File: src/mi4_pkg.sv
// ----------------------------------------------------------------------------
// mi4_pkg
// Shared constants and request/response types for the 4x4 matrix inverter.
// ----------------------------------------------------------------------------
package mi4_pkg;

  localparam int MAX_ORDER = 4;
  localparam int FRAC_BITS = 16;
  localparam int CELLS     = MAX_ORDER * MAX_ORDER;
  localparam int WORD_W    = 32;
  localparam int WIDE_W    = 64;
  localparam int DIV_STEPS = WIDE_W + FRAC_BITS;

  localparam logic [1:0] STAT_OK   = 2'd0;
  localparam logic [1:0] STAT_SING = 2'd1;
  localparam logic [1:0] STAT_SAT  = 2'd2;

  typedef struct packed {
    logic                     start;
    logic signed [WIDE_W-1:0] a;
    logic signed [WIDE_W-1:0] b;
  } mul_req_t;

  typedef struct packed {
    logic                     done;
    logic signed [WIDE_W-1:0] res;
    logic                     sat;
  } mul_rsp_t;

  typedef struct packed {
    logic                     start;
    logic signed [WIDE_W-1:0] num;
    logic signed [WIDE_W-1:0] den;
  } div_req_t;

  typedef struct packed {
    logic                     done;
    logic signed [WORD_W-1:0] quo;
    logic                     sat;
  } div_rsp_t;

endpackage

File: src/mi4_div.sv
// ----------------------------------------------------------------------------
// mi4_div
// Radix-2 restoring divider: (num << FRAC_BITS) / den, one quotient bit per
// cycle, rounded half away from zero and saturated to the signed 32-bit range.
// ----------------------------------------------------------------------------
module mi4_div (
  input  logic              clk,
  input  logic              rst,
  input  mi4_pkg::div_req_t req,
  output mi4_pkg::div_rsp_t rsp
);

  localparam int DQ_W = mi4_pkg::DIV_STEPS;
  localparam logic [6:0] ROUND_STEP = 7'(mi4_pkg::DIV_STEPS);
  localparam logic [6:0] LAST_STEP  = 7'(mi4_pkg::DIV_STEPS + 1);

  logic            busy;
  logic [6:0]      cnt;
  logic            done;
  logic [63:0]     md;
  logic [63:0]     rem;
  logic [DQ_W-1:0] dq;
  logic [DQ_W:0]   qr;
  logic            neg;
  logic signed [31:0] quo;
  logic            sat;

  logic [64:0]     rem2;
  logic            ge;
  logic            up;
  logic [DQ_W:0]   lim;
  logic            q_sat;
  logic [31:0]     q_mag;

  assign rem2  = {rem, dq[DQ_W-1]};
  assign ge    = rem2 >= {1'b0, md};
  assign up    = {rem, 1'b0} >= {1'b0, md};
  assign lim   = neg ? (DQ_W+1)'(33'h0_8000_0000) : (DQ_W+1)'(33'h0_7FFF_FFFF);
  assign q_sat = qr > lim;
  assign q_mag = q_sat ? lim[31:0] : qr[31:0];

  always_ff @(posedge clk) begin
    if (rst) begin
      busy <= 1'b0;
      cnt  <= '0;
      done <= 1'b0;
    end else begin
      done <= 1'b0;
      if (req.start) begin
        busy <= 1'b1;
        cnt  <= '0;
      end else if (busy) begin
        cnt <= cnt + 7'd1;
        if (cnt == LAST_STEP) begin
          busy <= 1'b0;
          done <= 1'b1;
        end
      end
    end
  end

  always_ff @(posedge clk) begin
    if (req.start) begin
      md  <= req.den[63] ? 64'(-req.den) : req.den;
      dq  <= {(req.num[63] ? 64'(-req.num) : req.num), {mi4_pkg::FRAC_BITS{1'b0}}};
      rem <= '0;
      neg <= req.num[63] ^ req.den[63];
    end else if (busy) begin
      if (cnt < ROUND_STEP) begin
        rem <= ge ? 64'(rem2 - {1'b0, md}) : rem2[63:0];
        dq  <= {dq[DQ_W-2:0], ge};
      end else if (cnt == ROUND_STEP) begin
        qr <= {1'b0, dq} + (DQ_W+1)'(up);
      end else begin
        quo <= neg ? -$signed(q_mag) : $signed(q_mag);
        sat <= q_sat;
      end
    end
  end

  assign rsp.done = done;
  assign rsp.quo  = quo;
  assign rsp.sat  = sat;

endmodule

File: config.mk
export PLATFORM = sky130hd
export DESIGN_NAME = mi4_div
export DESIGN_NICKNAME = d
export VERILOG_FILES = /design/src/mi4_pkg.sv /design/src/mi4_div.sv
export SDC_FILE = /design/constraint.sdc
export NUM_CORES = 1
export LEC_CHECK = 0
export ABC_AREA = 0
export BUFFER_PORTS_ARGS = -buffer_cell sky130_fd_sc_hd__buf_2
export CAP_MARGIN = 20
export CELL_PAD_IN_SITES_DETAIL_PLACEMENT = 0
export CELL_PAD_IN_SITES_GLOBAL_PLACEMENT = 1
export CORE_MARGIN = 10
export CORE_UTILIZATION = 48
export DETAILED_ROUTE_END_ITERATION = 10
export PLACE_DENSITY = 0.79
export RECOVER_POWER = 50
export SKIP_LAST_GASP = 1
export SLEW_MARGIN = 20
export SYNTH_ARGS = -nofsm -noshare
export SYNTH_HDL_FRONTEND = slang
export SYNTH_SLANG_ARGS = --single-unit
export TNS_END_PERCENT = 30
File: constraint.sdc
create_clock -name clk -period 13.3 [get_ports clk]
set_input_delay 0 -clock clk [delete_from_list [all_inputs] [get_ports clk]]
set_output_delay 0 -clock clk [all_outputs]
set_load 0.02 [all_outputs]
==> impl_metrics.env <==
export IMPL_status="finished, violations left"
export IMPL_violations="max-capacitance violations, max-slew violations"
export IMPL_clock_latency_ns=0.56
export IMPL_drcViolationCount=0
export IMPL_synthFlopType="edfxtp_1"
export IMPL_maxSlewViolCount=422
export IMPL_synth_seq_cells=332
export IMPL_synthArstFlopShare_pct=0
export IMPL_crit_path_end_kind="register"
export IMPL_port_buffers=164
export IMPL_ant_nets=0
export IMPL_antenna_found_initial=1
export IMPL_grt_pass1_wl_mm=90.1
export IMPL_drive_gt1_share_pct=8.68
export IMPL_pre_cts_ws_ns=6.31
export IMPL_wl_per_cell_um=17.6
export IMPL_root_buffer="clkbuf_16"
export IMPL_numCtsBuffers=37
export IMPL_final_cells=3162
export IMPL_p_leak_nw=9.61
export IMPL_ir_drop_uv=74.1
export IMPL_layout_area_seq_um2=9080
export IMPL_die_w_um=231
export IMPL_hold_viol_final=0
export IMPL_die_h_um=231
export IMPL_grtUsageMet3_pct=3.53
export IMPL_path_buf_inv=4
export IMPL_start_kind="register"
export IMPL_clock_sinks=332
export IMPL_grtUsageTotal_pct=20.4
export IMPL_cp_required_ns=13.58
export IMPL_ios=165
export IMPL_cts_resized=0
export IMPL_period_share_pct=53.7
export IMPL_fin_tns_setup_ns=0
export IMPL_total_power_mw=2.57
export IMPL_rsz0062_at_grt="no"
export IMPL_period_needed_ns=7.15
export IMPL_max_slew_margin_rel_pct=-178
export IMPL_cp_max_fo=75
export IMPL_dr_pass1_iters=5
export IMPL_dp_cells=2928
export IMPL_syn_num_nets=2494
export IMPL_wirelength_mm=55.8
export IMPL_cpMostUsedCell="or3_1"
export IMPL_tightest_slew_ns=4.17
export IMPL_path_clk_slew_ns=0.06
export IMPL_critical_path_class="register to register"
export IMPL_synthCells=2258
export IMPL_fillers=3924
export IMPL_core_um2=44000
export IMPL_htreeDepth=2
export IMPL_area_growth_pct=19.2
export IMPL_p_per_area_nw_per_um2=101
export IMPL_cpMaxStageDelayCell="buf_4"
export IMPL_die_area_um2=53200
export IMPL_gp_congestion=0.895
export IMPL_clockBufferDepth=3
export IMPL_met2_usage_pct=35.0
export IMPL_cts_tree="built"
export IMPL_drt_initial_drc_count=1180
export IMPL_ys_types=74
export IMPL_grt_overflow=0
export IMPL_grt_max_degree=85
export IMPL_vias=18030
export IMPL_place_hpwl_mm=40.3
export IMPL_routed_via_density=5.70
export IMPL_ys_seq_area_share_pct=42.6
export IMPL_multi_input_area_um2=11500
export IMPL_busiest_layer="met2"
export IMPL_hp_class="input pin to register"
export IMPL_setup_viol=0
export IMPL_maxCapViolCount=7
export IMPL_rows=77
export IMPL_timing_final_ws_setup_ns=6.15
export IMPL_use_met1_pct=26.1
export IMPL_initial_core_util_pct=48.3
export IMPL_slowest_delay_ns=0.58
export IMPL_arrival_ns=7.42
export IMPL_synth_warnings=0
export IMPL_max_freq_ghz=0.140
export IMPL_worstPathCellList="buf_4 > inv_1 > ha_1 > nand4b_1 > or3_1 > or3_1 > o21ai_0 > o21a_1 > buf_4 > inv_1 > a21oi_1 > ha_1 > nand4_1 > or3_1 > or3_1 > nor3_1 > nand2_1 > or4_1 > nor3_1 > o211a_1 > a21oi_1"
export IMPL_cp_top_family="simple AND/OR/NAND/NOR gates"
export IMPL_synth_edf_count=243
export IMPL_finalClockSkew_ns=0.0132
export IMPL_avgSynthCellArea_um2=9.43
export IMPL_syn_area_um2=21300
export IMPL_finalNetCount=2778
export IMPL_grt_pass1_vias=17489
## state kept, by name, summed over array words and instances, names as in the netlist
name,count
rem,64
done,1
busy,1
neg,1
qr,81
sat,1
cnt,7
md,64
dq,80
quo,32
## layout make-up
cell class,count,area share (%)
well taps,592,2.92
multi-input cells,1720,45.2
diodes,1,0.00987
clock buffers,46,3.91
flip-flops and latches,332,35.8
clock inverters,20,0.661
inverters,106,1.57
repair buffers,345,9.98
## worst register-to-register path: cells and delay by family, from the launching register on
family	cells	cell delay, ns
and+or+nand+nor	10	3.16
DFF	1	0.32
AOI/OAI and AO/OA	5	0.78
adders and majority gates	2	0.77
buffers and inverters	4	1.83
## layer usage
metal,share of wire [%],vias to the layer above
met5,0,-
met4,2.3,0
met3,5.6,87
met2,48,395
met1,44,8608
li1,-,8940
## repair_timing
action,CTS,global route
hold endpoints to repair,153,0
setup endpoints to repair,0,0
hold buffers,167,0
buffers inserted,0,0
## report_power, final
group | switching (mW) | internal [mW] | total, mW
clock network | 0.420 | 0.571 | 0.992
registers | 0.0342 | 1.17 | 1.21
logic | 0.201 | 0.169 | 0.370
## stage by stage
step | hold slack, ns | area [um^2] | util (%)
3_3_place_gp | 0.185 | 22600 | 51.4
3_5_place_dp | 0.197 | 22600 | 51.4
2_1_floorplan | 0.0724 | 21300 | -
6_report | 0.111 | 25400 | 57.6
4_1_cts | 0.0946 | 25500 | 57.8
5_1_grt | 0.135 | 25400 | 57.6
## logic make-up (layout without fill, tap and decap cells)
family	count (synthesis)	after routing	synth area share [%]
xor gates and xnor gates	264	264	10.9
adders and majority gates	105	105	6.21
muxes	10	10	0.470
DFF	332	332	42.6
and+or+nand+nor	703	703	16.8
AOI/OAI and AO/OA	638	638	19.3
other	0	1	0
buffers and inverters	206	517	3.67
## final timing paths
check / slack [ns] / cells after the start / to / start
setup / recovery: 6.15 / 21 / quo[30]$_DFFE_PP_ / neg$_DFFE_PP_
hold / removal: 0.11 / 4 / dq[21]$_DFFE_PP_ / req[65]
setup reg to reg: 6.15 / 21 / quo[30]$_DFFE_PP_ / neg$_DFFE_PP_
hold reg to reg: 0.47 / 2 / dq[0]$_SDFFE_PP0P_ / dq[0]$_SDFFE_PP0P_
## layout by cell type, fill, tap and decap left out, types with 10 or more instances in the layout
cell type | synthesis | final
or3_1 | 44 | 44
o41ai_1 | 16 | 16
nor2_1 | 126 | 125
inv_1 | 106 | 106
a22oi_1 | 19 | 19
nor2b_1 | 16 | 15
clkbuf_16 | 0 | 38
a211oi_1 | 20 | 19
mux2i_1 | 10 | 10
nand2_1 | 211 | 211
or4_1 | 23 | 23
ha_1 | 104 | 104
nand2b_1 | 18 | 19
edfxtp_1 | 243 | 243
and4_1 | 13 | 13
dlygate4sd3_1 | 0 | 167
o31ai_1 | 40 | 40
nand4_1 | 47 | 47
dfxtp_1 | 89 | 89
xor2_1 | 56 | 56
a21oi_1 | 149 | 149
o21ai_0 | 190 | 190
nor3_1 | 59 | 59
buf_2 | 1 | 126
a31oi_1 | 12 | 12
nand3_1 | 56 | 56
and3_1 | 19 | 19
o21bai_1 | 17 | 17
a22o_1 | 72 | 72
clkbuf_1 | 91 | 49
nor4_1 | 26 | 26
xnor2_1 | 208 | 208
a21o_1 | 38 | 38
o21a_1 | 13 | 13
a32oi_1 | 11 | 11
## synthesized netlist by cell type (5+ instances only)
cell type | instances | share of area [%]
nand2b_1 | 18 | 0.53
o21ai_0 | 190 | 4.5
xor2_1 | 56 | 2.3
or4_1 | 23 | 0.81
o21bai_1 | 17 | 0.60
nand4_1 | 47 | 1.4
nor4_1 | 26 | 0.76
nor3_1 | 59 | 1.4
a32oi_1 | 11 | 0.45
nor2_1 | 126 | 2.2
a21oi_1 | 149 | 3.5
ha_1 | 104 | 6.1
buf_1 | 6 | 0.11
a21o_1 | 38 | 1.3
and4_1 | 13 | 0.53
o21a_1 | 13 | 0.46
mux2i_1 | 10 | 0.47
dfxtp_1 | 89 | 8.4
a211oi_1 | 20 | 0.71
and2_1 | 8 | 0.24
o41ai_1 | 16 | 0.66
o31ai_1 | 40 | 1.4
clkbuf_1 | 91 | 1.6
nor2b_1 | 16 | 0.47
or3_1 | 44 | 1.3
nand3_1 | 56 | 1.3
nand2_1 | 211 | 3.7
a22o_1 | 72 | 3.0
a22oi_1 | 19 | 0.67
a31oi_1 | 12 | 0.35
or4_4 | 5 | 0.26
or2_2 | 7 | 0.21
edfxtp_1 | 243 | 34
and3_1 | 19 | 0.56
xnor2_1 | 208 | 8.6
inv_1 | 106 | 1.9
Power figures use the tool's default switching activity.
