[src/mi4_pkg.sv]
// ----------------------------------------------------------------------------
// mi4_pkg
// Shared constants and request/response types for the 4x4 matrix inverter.
// ----------------------------------------------------------------------------
package mi4_pkg;

  localparam int MAX_ORDER = 4;
  localparam int FRAC_BITS = 16;
  localparam int CELLS     = MAX_ORDER * MAX_ORDER;
  localparam int WORD_W    = 32;
  localparam int WIDE_W    = 64;
  localparam int DIV_STEPS = WIDE_W + FRAC_BITS;

  localparam logic [1:0] STAT_OK   = 2'd0;
  localparam logic [1:0] STAT_SING = 2'd1;
  localparam logic [1:0] STAT_SAT  = 2'd2;

  typedef struct packed {
    logic                     start;
    logic signed [WIDE_W-1:0] a;
    logic signed [WIDE_W-1:0] b;
  } mul_req_t;

  typedef struct packed {
    logic                     done;
    logic signed [WIDE_W-1:0] res;
    logic                     sat;
  } mul_rsp_t;

  typedef struct packed {
    logic                     start;
    logic signed [WIDE_W-1:0] num;
    logic signed [WIDE_W-1:0] den;
  } div_req_t;

  typedef struct packed {
    logic                     done;
    logic signed [WORD_W-1:0] quo;
    logic                     sat;
  } div_rsp_t;

endpackage

[src/mi4_mul.sv]
// ----------------------------------------------------------------------------
// mi4_mul
// Shared Q-format multiplier: 64x64 magnitude product built from four 32x32
// partial products, rounded half away from zero, saturated to +-(2^63-1).
// ----------------------------------------------------------------------------
module mi4_mul (
  input  logic              clk,
  input  logic              rst,
  input  mi4_pkg::mul_req_t req,
  output mi4_pkg::mul_rsp_t rsp
);

  localparam logic [2:0] LAST_STEP = 3'd6;
  localparam logic [127:0] ROUND_BIAS = 128'(1) << (mi4_pkg::FRAC_BITS - 1);
  localparam logic [63:0] MAG_MAX = {1'b0, {63{1'b1}}};

  logic        busy;
  logic [2:0]  step;
  logic        done;
  logic [63:0] xm;
  logic [63:0] ym;
  logic        neg;
  logic [63:0] pp;
  logic [1:0]  psh;
  logic [127:0] acc;
  logic signed [63:0] res;
  logic        sat;

  logic [31:0]  xsel;
  logic [31:0]  ysel;
  logic [127:0] pp_shift;
  logic         q_sat;
  logic [63:0]  q_mag;

  assign xsel = step[1] ? xm[63:32] : xm[31:0];
  assign ysel = step[0] ? ym[63:32] : ym[31:0];

  always_comb begin
    unique case (psh)
      2'd0:    pp_shift = {64'd0, pp};
      2'd1:    pp_shift = {32'd0, pp, 32'd0};
      default: pp_shift = {pp, 64'd0};
    endcase
  end

  assign q_sat = |acc[127:mi4_pkg::FRAC_BITS+63];
  assign q_mag = q_sat ? MAG_MAX : {1'b0, acc[mi4_pkg::FRAC_BITS+62:mi4_pkg::FRAC_BITS]};

  always_ff @(posedge clk) begin
    if (rst) begin
      busy <= 1'b0;
      step <= '0;
      done <= 1'b0;
    end else begin
      done <= 1'b0;
      if (req.start) begin
        busy <= 1'b1;
        step <= '0;
      end else if (busy) begin
        step <= step + 3'd1;
        if (step == LAST_STEP) begin
          busy <= 1'b0;
          done <= 1'b1;
        end
      end
    end
  end

  always_ff @(posedge clk) begin
    if (req.start) begin
      xm  <= req.a[63] ? 64'(-req.a) : req.a;
      ym  <= req.b[63] ? 64'(-req.b) : req.b;
      neg <= req.a[63] ^ req.b[63];
      acc <= '0;
    end else if (busy) begin
      if (step < 3'd4) begin
        pp  <= xsel * ysel;
        psh <= {1'b0, step[1]} + {1'b0, step[0]};
      end
      if (step >= 3'd1 && step <= 3'd4) acc <= acc + pp_shift;
      if (step == 3'd5) acc <= acc + ROUND_BIAS;
      if (step == LAST_STEP) begin
        res <= neg ? -$signed(q_mag) : $signed(q_mag);
        sat <= q_sat;
      end
    end
  end

  assign rsp.done = done;
  assign rsp.res  = res;
  assign rsp.sat  = sat;

endmodule

[config.mk]
export PLATFORM = sky130hd
export DESIGN_NAME = mi4_mul
export DESIGN_NICKNAME = d
export VERILOG_FILES = /design/src/mi4_pkg.sv /design/src/mi4_mul.sv
export SDC_FILE = /design/constraint.sdc
export NUM_CORES = 2
export LEC_CHECK = 0
export ABC_AREA = 1
export BUFFER_PORTS_ARGS = -buffer_cell sky130_fd_sc_hd__buf_4
export CAP_MARGIN = 20
export CELL_PAD_IN_SITES_DETAIL_PLACEMENT = 1
export CELL_PAD_IN_SITES_GLOBAL_PLACEMENT = 1
export CORE_AREA = 2 2 265 528
export CTS_CLUSTER_SIZE = 30
export DETAILED_ROUTE_END_ITERATION = 8
export DIE_AREA = 0 0 267 530
export HOLD_SLACK_MARGIN = 0.08
export PLACE_DENSITY = 0.92
export SKIP_LAST_GASP = 1
export SLEW_MARGIN = 15
export SYNTH_ARGS = -nofsm -noshare
export SYNTH_HDL_FRONTEND = slang
export SYNTH_SLANG_ARGS = --single-unit
[constraint.sdc]
create_clock -name clk -period 20.2 [get_ports clk]
set_input_delay 2.02 -clock clk [delete_from_list [all_inputs] [get_ports clk]]
set_output_delay 2.02 -clock clk [all_outputs]
set_load 0.05 [all_outputs]
==> results_tabular.tex, run 1 <==
\begin{tabular}{lr}
\hline
Metric & Value \\
\hline
\multicolumn{2}{l}{\textbf{Placed design}} \\
\quad Count of port buffers added during placement & 196 \\
\quad Standard cell area after detailed placement & 74700 um\^{}2 \\
\quad Routability Congestion & 1.36 \\
\quad HPWL after detailed placement & 365 mm \\
\quad Worst setup slack before clock tree synthesis & 9450 ps \\
\multicolumn{2}{l}{\textbf{Floorplanning}} \\
\quad Standard-cell rows & 193 \\
\quad Width of the chip & 267 um \\
\quad Initial core utilization & 0.515 \\
\quad Die outline height & 530 um \\
\quad I/O pin cnt & 197 \\
\multicolumn{2}{l}{\textbf{Clocking}} \\
\quad TritonCTS sink count & 393 \\
\quad Number of H-tree branching levels & 2 \\
\quad Number of gates given a new drive strength after cts & 0 \\
\quad Post CTS Setup Buffer Count & 0 \\
\quad CTS Buf Count & 43 \\
\quad Clock root buffer & sky130\_fd\_sc\_hd\_\_clkbuf\_16 \\
\quad Hold buffer count at cts & 0 \\
\quad Maximum buffer depth of the clock tree & 3 \\
\multicolumn{2}{l}{\textbf{GRT}} \\
\quad Pin count of the biggest net entering global routing & 101 \\
\quad Total congestion overflow & 6259 \\
\quad Via count of the first global-routing pass & 107215 \\
\quad Global-route total usage across every layer & 0.860 \\
\quad Wire length of the first global-routing pass & 912 mm \\
\multicolumn{2}{l}{\textbf{Logic synthesis}} \\
\quad Flops \& latches, synth & 393 \\
\quad Mean instance size in the synthesized netlist & 6.82 um\^{}2 \\
\quad Synthesized netlist net count & 11833 \\
\quad Flip-flop cell with the highest count after synthesis & sky130\_fd\_sc\_hd\_\_edfxtp\_1 \\
\quad Area of the mapped netlist & 71000 um\^{}2 \\
\quad EDFF count, synth & 260 \\
\quad Proportion of register bits with asynchronous set or reset after synthesis & 0 \\
\quad Portion of the post-synthesis area used by sequential elements & 0.147 \\
\quad Number of distinct library cell variants in the gate-level netlist after synthesis & 51 \\
\quad Instance count of the mapped netlist & 10407 \\
\quad Synth warn & 0 \\
\multicolumn{2}{l}{\textbf{Run status}} \\
\quad Stage where the flow stopped & 5\_1\_grt \\
\quad Outcome & did not finish \\
\quad Tool Error & [ERROR GRT-0116] Global routing finished with congestion. Check the congestion regions in the DRC Viewer. \\
\hline
\end{tabular}
## cells in the mapped netlist, types with 15 or more instances
| master | n | share of area |
|---|---|---|
| sky130_fd_sc_hd__nand2_1 | 2435 | 0.13 |
| sky130_fd_sc_hd__inv_1 | 2098 | 0.11 |
| sky130_fd_sc_hd__nor2_1 | 1677 | 0.089 |
| sky130_fd_sc_hd__fa_1 | 897 | 0.25 |
| sky130_fd_sc_hd__a21oi_1 | 491 | 0.035 |
| sky130_fd_sc_hd__ha_1 | 398 | 0.070 |
| sky130_fd_sc_hd__o21ai_0 | 356 | 0.025 |
| sky130_fd_sc_hd__nand3_1 | 339 | 0.024 |
| sky130_fd_sc_hd__edfxtp_1 | 260 | 0.11 |
| sky130_fd_sc_hd__clkbuf_1 | 254 | 0.013 |
| sky130_fd_sc_hd__xor2_1 | 192 | 0.024 |
| sky130_fd_sc_hd__dfxtp_1 | 133 | 0.038 |
| sky130_fd_sc_hd__nor3_1 | 124 | 0.0087 |
| sky130_fd_sc_hd__nand4_1 | 98 | 0.0086 |
| sky130_fd_sc_hd__or2_2 | 86 | 0.0076 |
| sky130_fd_sc_hd__xnor2_1 | 85 | 0.010 |
| sky130_fd_sc_hd__o22ai_1 | 64 | 0.0056 |
| sky130_fd_sc_hd__a31oi_1 | 53 | 0.0047 |
| sky130_fd_sc_hd__nor4_1 | 49 | 0.0043 |
| sky130_fd_sc_hd__o21ai_1 | 46 | 0.0032 |
| sky130_fd_sc_hd__o21bai_1 | 39 | 0.0041 |
| sky130_fd_sc_hd__nand3b_1 | 37 | 0.0039 |
| sky130_fd_sc_hd__clkinv_1 | 32 | 0.0017 |
| sky130_fd_sc_hd__nor2_2 | 26 | 0.0023 |
| sky130_fd_sc_hd__a21o_1 | 17 | 0.0018 |
| sky130_fd_sc_hd__nand3_2 | 15 | 0.0021 |
## metrics by stage
stage | hold WS, ps | instances | util
floorplan | 474 | 10407 | -
global placement | 488 | 12275 | 0.542
detailed placement | 503 | 12276 | 0.542
CTS | 526 | 12355 | 0.553
## routing by layer
layer | global-route usage | GRT overflow
met5 | 0.256 | 13
met4 | 0.968 | 1428
met3 | 0.640 | 87
met2 | 1.12 | 4671
met1 | 0.783 | 60
## cells by family after synthesis
group,count (synthesis),share of synthesized area
XOR/XNOR,277,0.0342
flip-flops,393,0.147
buffers and inverters,2425,0.130
adder cells (fa/ha/maj),1295,0.323
AO/OA/AOI/OAI,1108,0.0839
AND/OR/NAND/NOR,4909,0.282
==> run 2: changes to the inputs <==
Settings changed: CELL_PAD_IN_SITES_DETAIL_PLACEMENT 1 to not set, CELL_PAD_IN_SITES_GLOBAL_PLACEMENT 1 to not set, CORE_AREA 2 2 265 528 to 2 2 425 427, CTS_CLUSTER_SIZE 30 to not set, DIE_AREA 0 0 267 530 to 0 0 427 429, HOLD_SLACK_MARGIN 0.08 to not set, PLACE_DENSITY 0.92 to not set, PLACE_DENSITY_LB_ADDON set to 0.15.
==> run 2 against run 1 <==
  * The flow now finishes without violations
  * Synthesized area unchanged
  * Synthesized cell count unchanged
==> results_tabular.tex, run 2 <==
\begin{tabular}{lr}
\hline
Metric & Value \\
\hline
\multicolumn{2}{l}{\textbf{Run status}} \\
\quad Outcome & finished clean \\
\multicolumn{2}{l}{\textbf{Logic synthesis}} \\
\quad Commonest cells in the netlist & sky130\_fd\_sc\_hd\_\_nand2\_1, sky130\_fd\_sc\_hd\_\_inv\_1, sky130\_fd\_sc\_hd\_\_nor2\_1 \\
\quad EDFF count, synth & 260 (unchanged) \\
\quad Proportion of register bits with asynchronous set or reset after synthesis & 0 (unchanged) \\
\quad Synthesized netlist net count & 11833 (unchanged) \\
\quad Flops \& latches, synth & 393 (unchanged) \\
\quad Cell taking the most area after synthesis & sky130\_fd\_sc\_hd\_\_fa\_1 \\
\quad Cell with the most instances after synthesis & sky130\_fd\_sc\_hd\_\_nand2\_1 \\
\quad Instance count of the mapped netlist & 10407 (unchanged) \\
\quad Mean instance size in the synthesized netlist & 6.82 um\^{}2 (unchanged) \\
\quad Synth warn & 0 (unchanged) \\
\quad Area of the mapped netlist & 71000 um\^{}2 (unchanged) \\
\quad Flip-flop cell with the highest count after synthesis & sky130\_fd\_sc\_hd\_\_edfxtp\_1 \\
\quad Portion of the post-synthesis area used by sequential elements & 0.147 (unchanged) \\
\quad Number of distinct library cell variants in the gate-level netlist after synthesis & 51 (unchanged) \\
\quad Area share of the leading cell type in the synthesized netlist & 0.253 (unchanged) \\
\quad Top cells by area, synth & sky130\_fd\_sc\_hd\_\_fa\_1, sky130\_fd\_sc\_hd\_\_nand2\_1, sky130\_fd\_sc\_hd\_\_inv\_1 \\
\multicolumn{2}{l}{\textbf{Routing}} \\
\quad Met3 wire length & 25.4 mm \\
\quad Drt via density & 5.48 \\
\quad M1 WL & 131 mm \\
\quad Post-detailed-route DRC marker count & 0 \\
\quad Count of nets left with antenna violations after detail routing & 0 \\
\quad Routed vias & 70687 \\
\quad Starting DRT DRC Count & 6676 \\
\quad Routed wirelength normalized by instance count & 28.2 um \\
\quad Uppermost signal routing layer after detailed routing & met5 \\
\quad Detailed Route WL & 363 mm \\
\quad WL met2 & 172 mm \\
\quad Detailed Routing Iterations Pass 1 & 6 \\
\multicolumn{2}{l}{\textbf{STA}} \\
\quad Number of setup violations in the final report & 0 \\
\quad Minimum period implied by the final worst setup slack & 9890 ps \\
\quad Sum Neg Setup Slack & 0 ps \\
\quad Max Transition Viols Final & 0 \\
\quad Setup repair after global routing missed its margin & false \\
\quad Layout Skew & 50.3 ps \\
\quad Achievable Freq & 101 MHz \\
\quad Post-route clock period utilization & 0.490 \\
\quad Final Hold Violating Endpoints & 0 \\
\quad Transition at the pin with the smallest max-transition slack & 1180 ps \\
\quad Rel. slew slack & 0.210 \\
\multicolumn{2}{l}{\textbf{Floorplanning}} \\
\quad Width of the chip & 427 um (+60\%) \\
\quad Core ar. & 178000 um\^{}2 \\
\quad Die outline height & 429 um (-19\%) \\
\quad I/O pin cnt & 197 (unchanged) \\
\quad Standard-cell rows & 155 (-20\%) \\
\quad Initial core utilization & 0.399 (-0.116) \\
\quad Die Area & 183000 um\^{}2 \\
\multicolumn{2}{l}{\textbf{Placed design}} \\
\quad Count of port buffers added during placement & 196 (unchanged) \\
\quad HPWL after detailed placement & 305 mm (-16\%) \\
\quad Routability Congestion & 1.09 (-20\%) \\
\multicolumn{2}{l}{\textbf{Setup path}} \\
\quad Critical path's largest stage delay & 820 ps \\
\quad Startpoint of the most critical setup path & step[1] \\
\quad Maximum fanout count along the critical path & 36 \\
\quad Crit Reg-Reg Startpoint & step[1] \\
\quad Slowest cell on the critical path & sky130\_fd\_sc\_hd\_\_clkinv\_1 \\
\quad CP Data Required Time & 20690 ps \\
\quad Cell type with the highest occurrence count on the critical path & sky130\_fd\_sc\_hd\_\_fa\_1 \\
\quad Startpoint-to-endpoint class of the critical path & reg -> reg \\
\quad Crit end category & flip-flop \\
\quad Arrival time at the worst endpoint & 10370 ps \\
\quad Element type at the critical path start & flip-flop \\
\multicolumn{2}{l}{\textbf{Clocking}} \\
\quad Worst-skew pair later-pin latency & 760 ps \\
\quad Hold buffer count at cts & 0 (unchanged) \\
\quad Maximum buffer depth of the clock tree & 3 (unchanged) \\
\quad Post CTS Setup Buffer Count & 0 (unchanged) \\
\quad Number of gates given a new drive strength after cts & 0 (unchanged) \\
\quad CTS Buf Count & 55 (+28\%) \\
\quad TritonCTS sink count & 393 (unchanged) \\
\quad Clock transition at the register clock pins on the worst setup and hold paths after CTS & 80 ps \\
\quad Clock root buffer & sky130\_fd\_sc\_hd\_\_clkbuf\_16 \\
\quad Number of H-tree branching levels & 2 (unchanged) \\
\quad TritonCTS clock tree & yes \\
\multicolumn{2}{l}{\textbf{Cells and area}} \\
\quad Fraction of final layout cells sized beyond drive strength 1 & 0.0580 \\
\quad Area added between synthesis and finish & 8.88\% \\
\quad Most common cell after layout, fill and taps aside & sky130\_fd\_sc\_hd\_\_nand2\_1 \\
\quad Commonest cells after routing, fill and taps aside & sky130\_fd\_sc\_hd\_\_nand2\_1, sky130\_fd\_sc\_hd\_\_inv\_1, sky130\_fd\_sc\_hd\_\_nor2\_1, sky130\_fd\_sc\_hd\_\_fa\_1, sky130\_fd\_sc\_hd\_\_a21oi\_1 \\
\quad Most flops, register & acc \\
\quad Number of flip-flops under the largest register name & 128 \\
\quad Net count reported at finish & 11909 \\
\multicolumn{2}{l}{\textbf{GRT}} \\
\quad Wire length of the first global-routing pass & 512 mm \\
\quad Total congestion overflow & 0 \\
\quad Global-route total usage across every layer & 0.393 \\
\quad Initial antenna violation count & 11 \\
\quad Via count of the first global-routing pass & 71544 \\
\quad Pin count of the biggest net entering global routing & 77 \\
\multicolumn{2}{l}{\textbf{Run}} \\
\quad Total of max-cap violations & 0 \\
\multicolumn{2}{l}{\textbf{Hold path}} \\
\quad Class of the tightest hold or removal check & reg -> reg \\
\quad Launch instance of the worst min-delay path & acc[9] \\
\hline
\end{tabular}
## run 2: cell counts after synthesis
Identical to the previous run, type by type.
## run 2: cell families (layout without fill, tap and decap cells)
kind of cell	after synthesis	after routing	synth area share
buffers and inverters	2425	2548	0.130
AND/OR/NAND/NOR	4909	4909	0.282
AO/OA/AOI/OAI	1108	1108	0.0839
flip-flops	393	393	0.147
adder cells (fa/ha/maj)	1295	1295	0.323
XOR/XNOR	277	277	0.0342
other	0	4	0
## run 2: path summary, 6_finish.rpt
check | end | slack [ps] | depth (start not counted)
max | pp[61] | 10310 | 28
min | acc[9] | 510 | 2
max reg2reg | pp[61] | 10310 | 28
min reg2reg | acc[9] | 510 | 2
## run 2: metrics by stage
| step | util | cells | hold WS [ps] | setup slack, ps | area, um^2 |
|---|---|---|---|---|---|
| after CTS | 0.434 | 12885 | 511 | 10390 | 77300 |
| final | 0.434 | 12889 | 507 | 10310 | 77300 |
| after detailed placement | 0.423 | 12781 | 497 | 10420 | 75300 |
| after global placement | 0.423 | 12780 | 495 | 10390 | 75300 |
| after global routing | 0.434 | 12885 | 555 | 10110 | 77300 |
| after floorplan | - | 10407 | 474 | 12390 | 71000 |
## run 2: cell type report
type | count | area (um^2)
clock buffers | 67 | 1490
clock inverters | 37 | 473
fillers | 19128 | 101000
well taps | 2355 | 2950
inverters | 2135 | 8020
multi-input cells | 7589 | 51600
flip-flops and latches | 393 | 10500
diodes | 4 | 10.0
repair buffers | 309 | 2320
## run 2: metal layers
metal | track usage | vias up
met2 | 0.660 | 3264
met1 | 0.443 | 34455
met4 | 0.300 | 14
li1 | - | 32002
met3 | 0.0654 | 952
met5 | 0 | -
## run 2: critical path: cells and delay by family (launching register included)
family                   cells  cell delay (ps)
adder cells (fa/ha/maj)      9             4440
buffers and inverters        9             2380
AO/OA/AOI/OAI                6             1320
AND/OR/NAND/NOR              3             1050
flip-flops                   1              310
XOR/XNOR                     1               90
Power of run 2 is not shown: default switching activity piles up to over one toggle a cycle in this logic, so the estimate is an artifact.
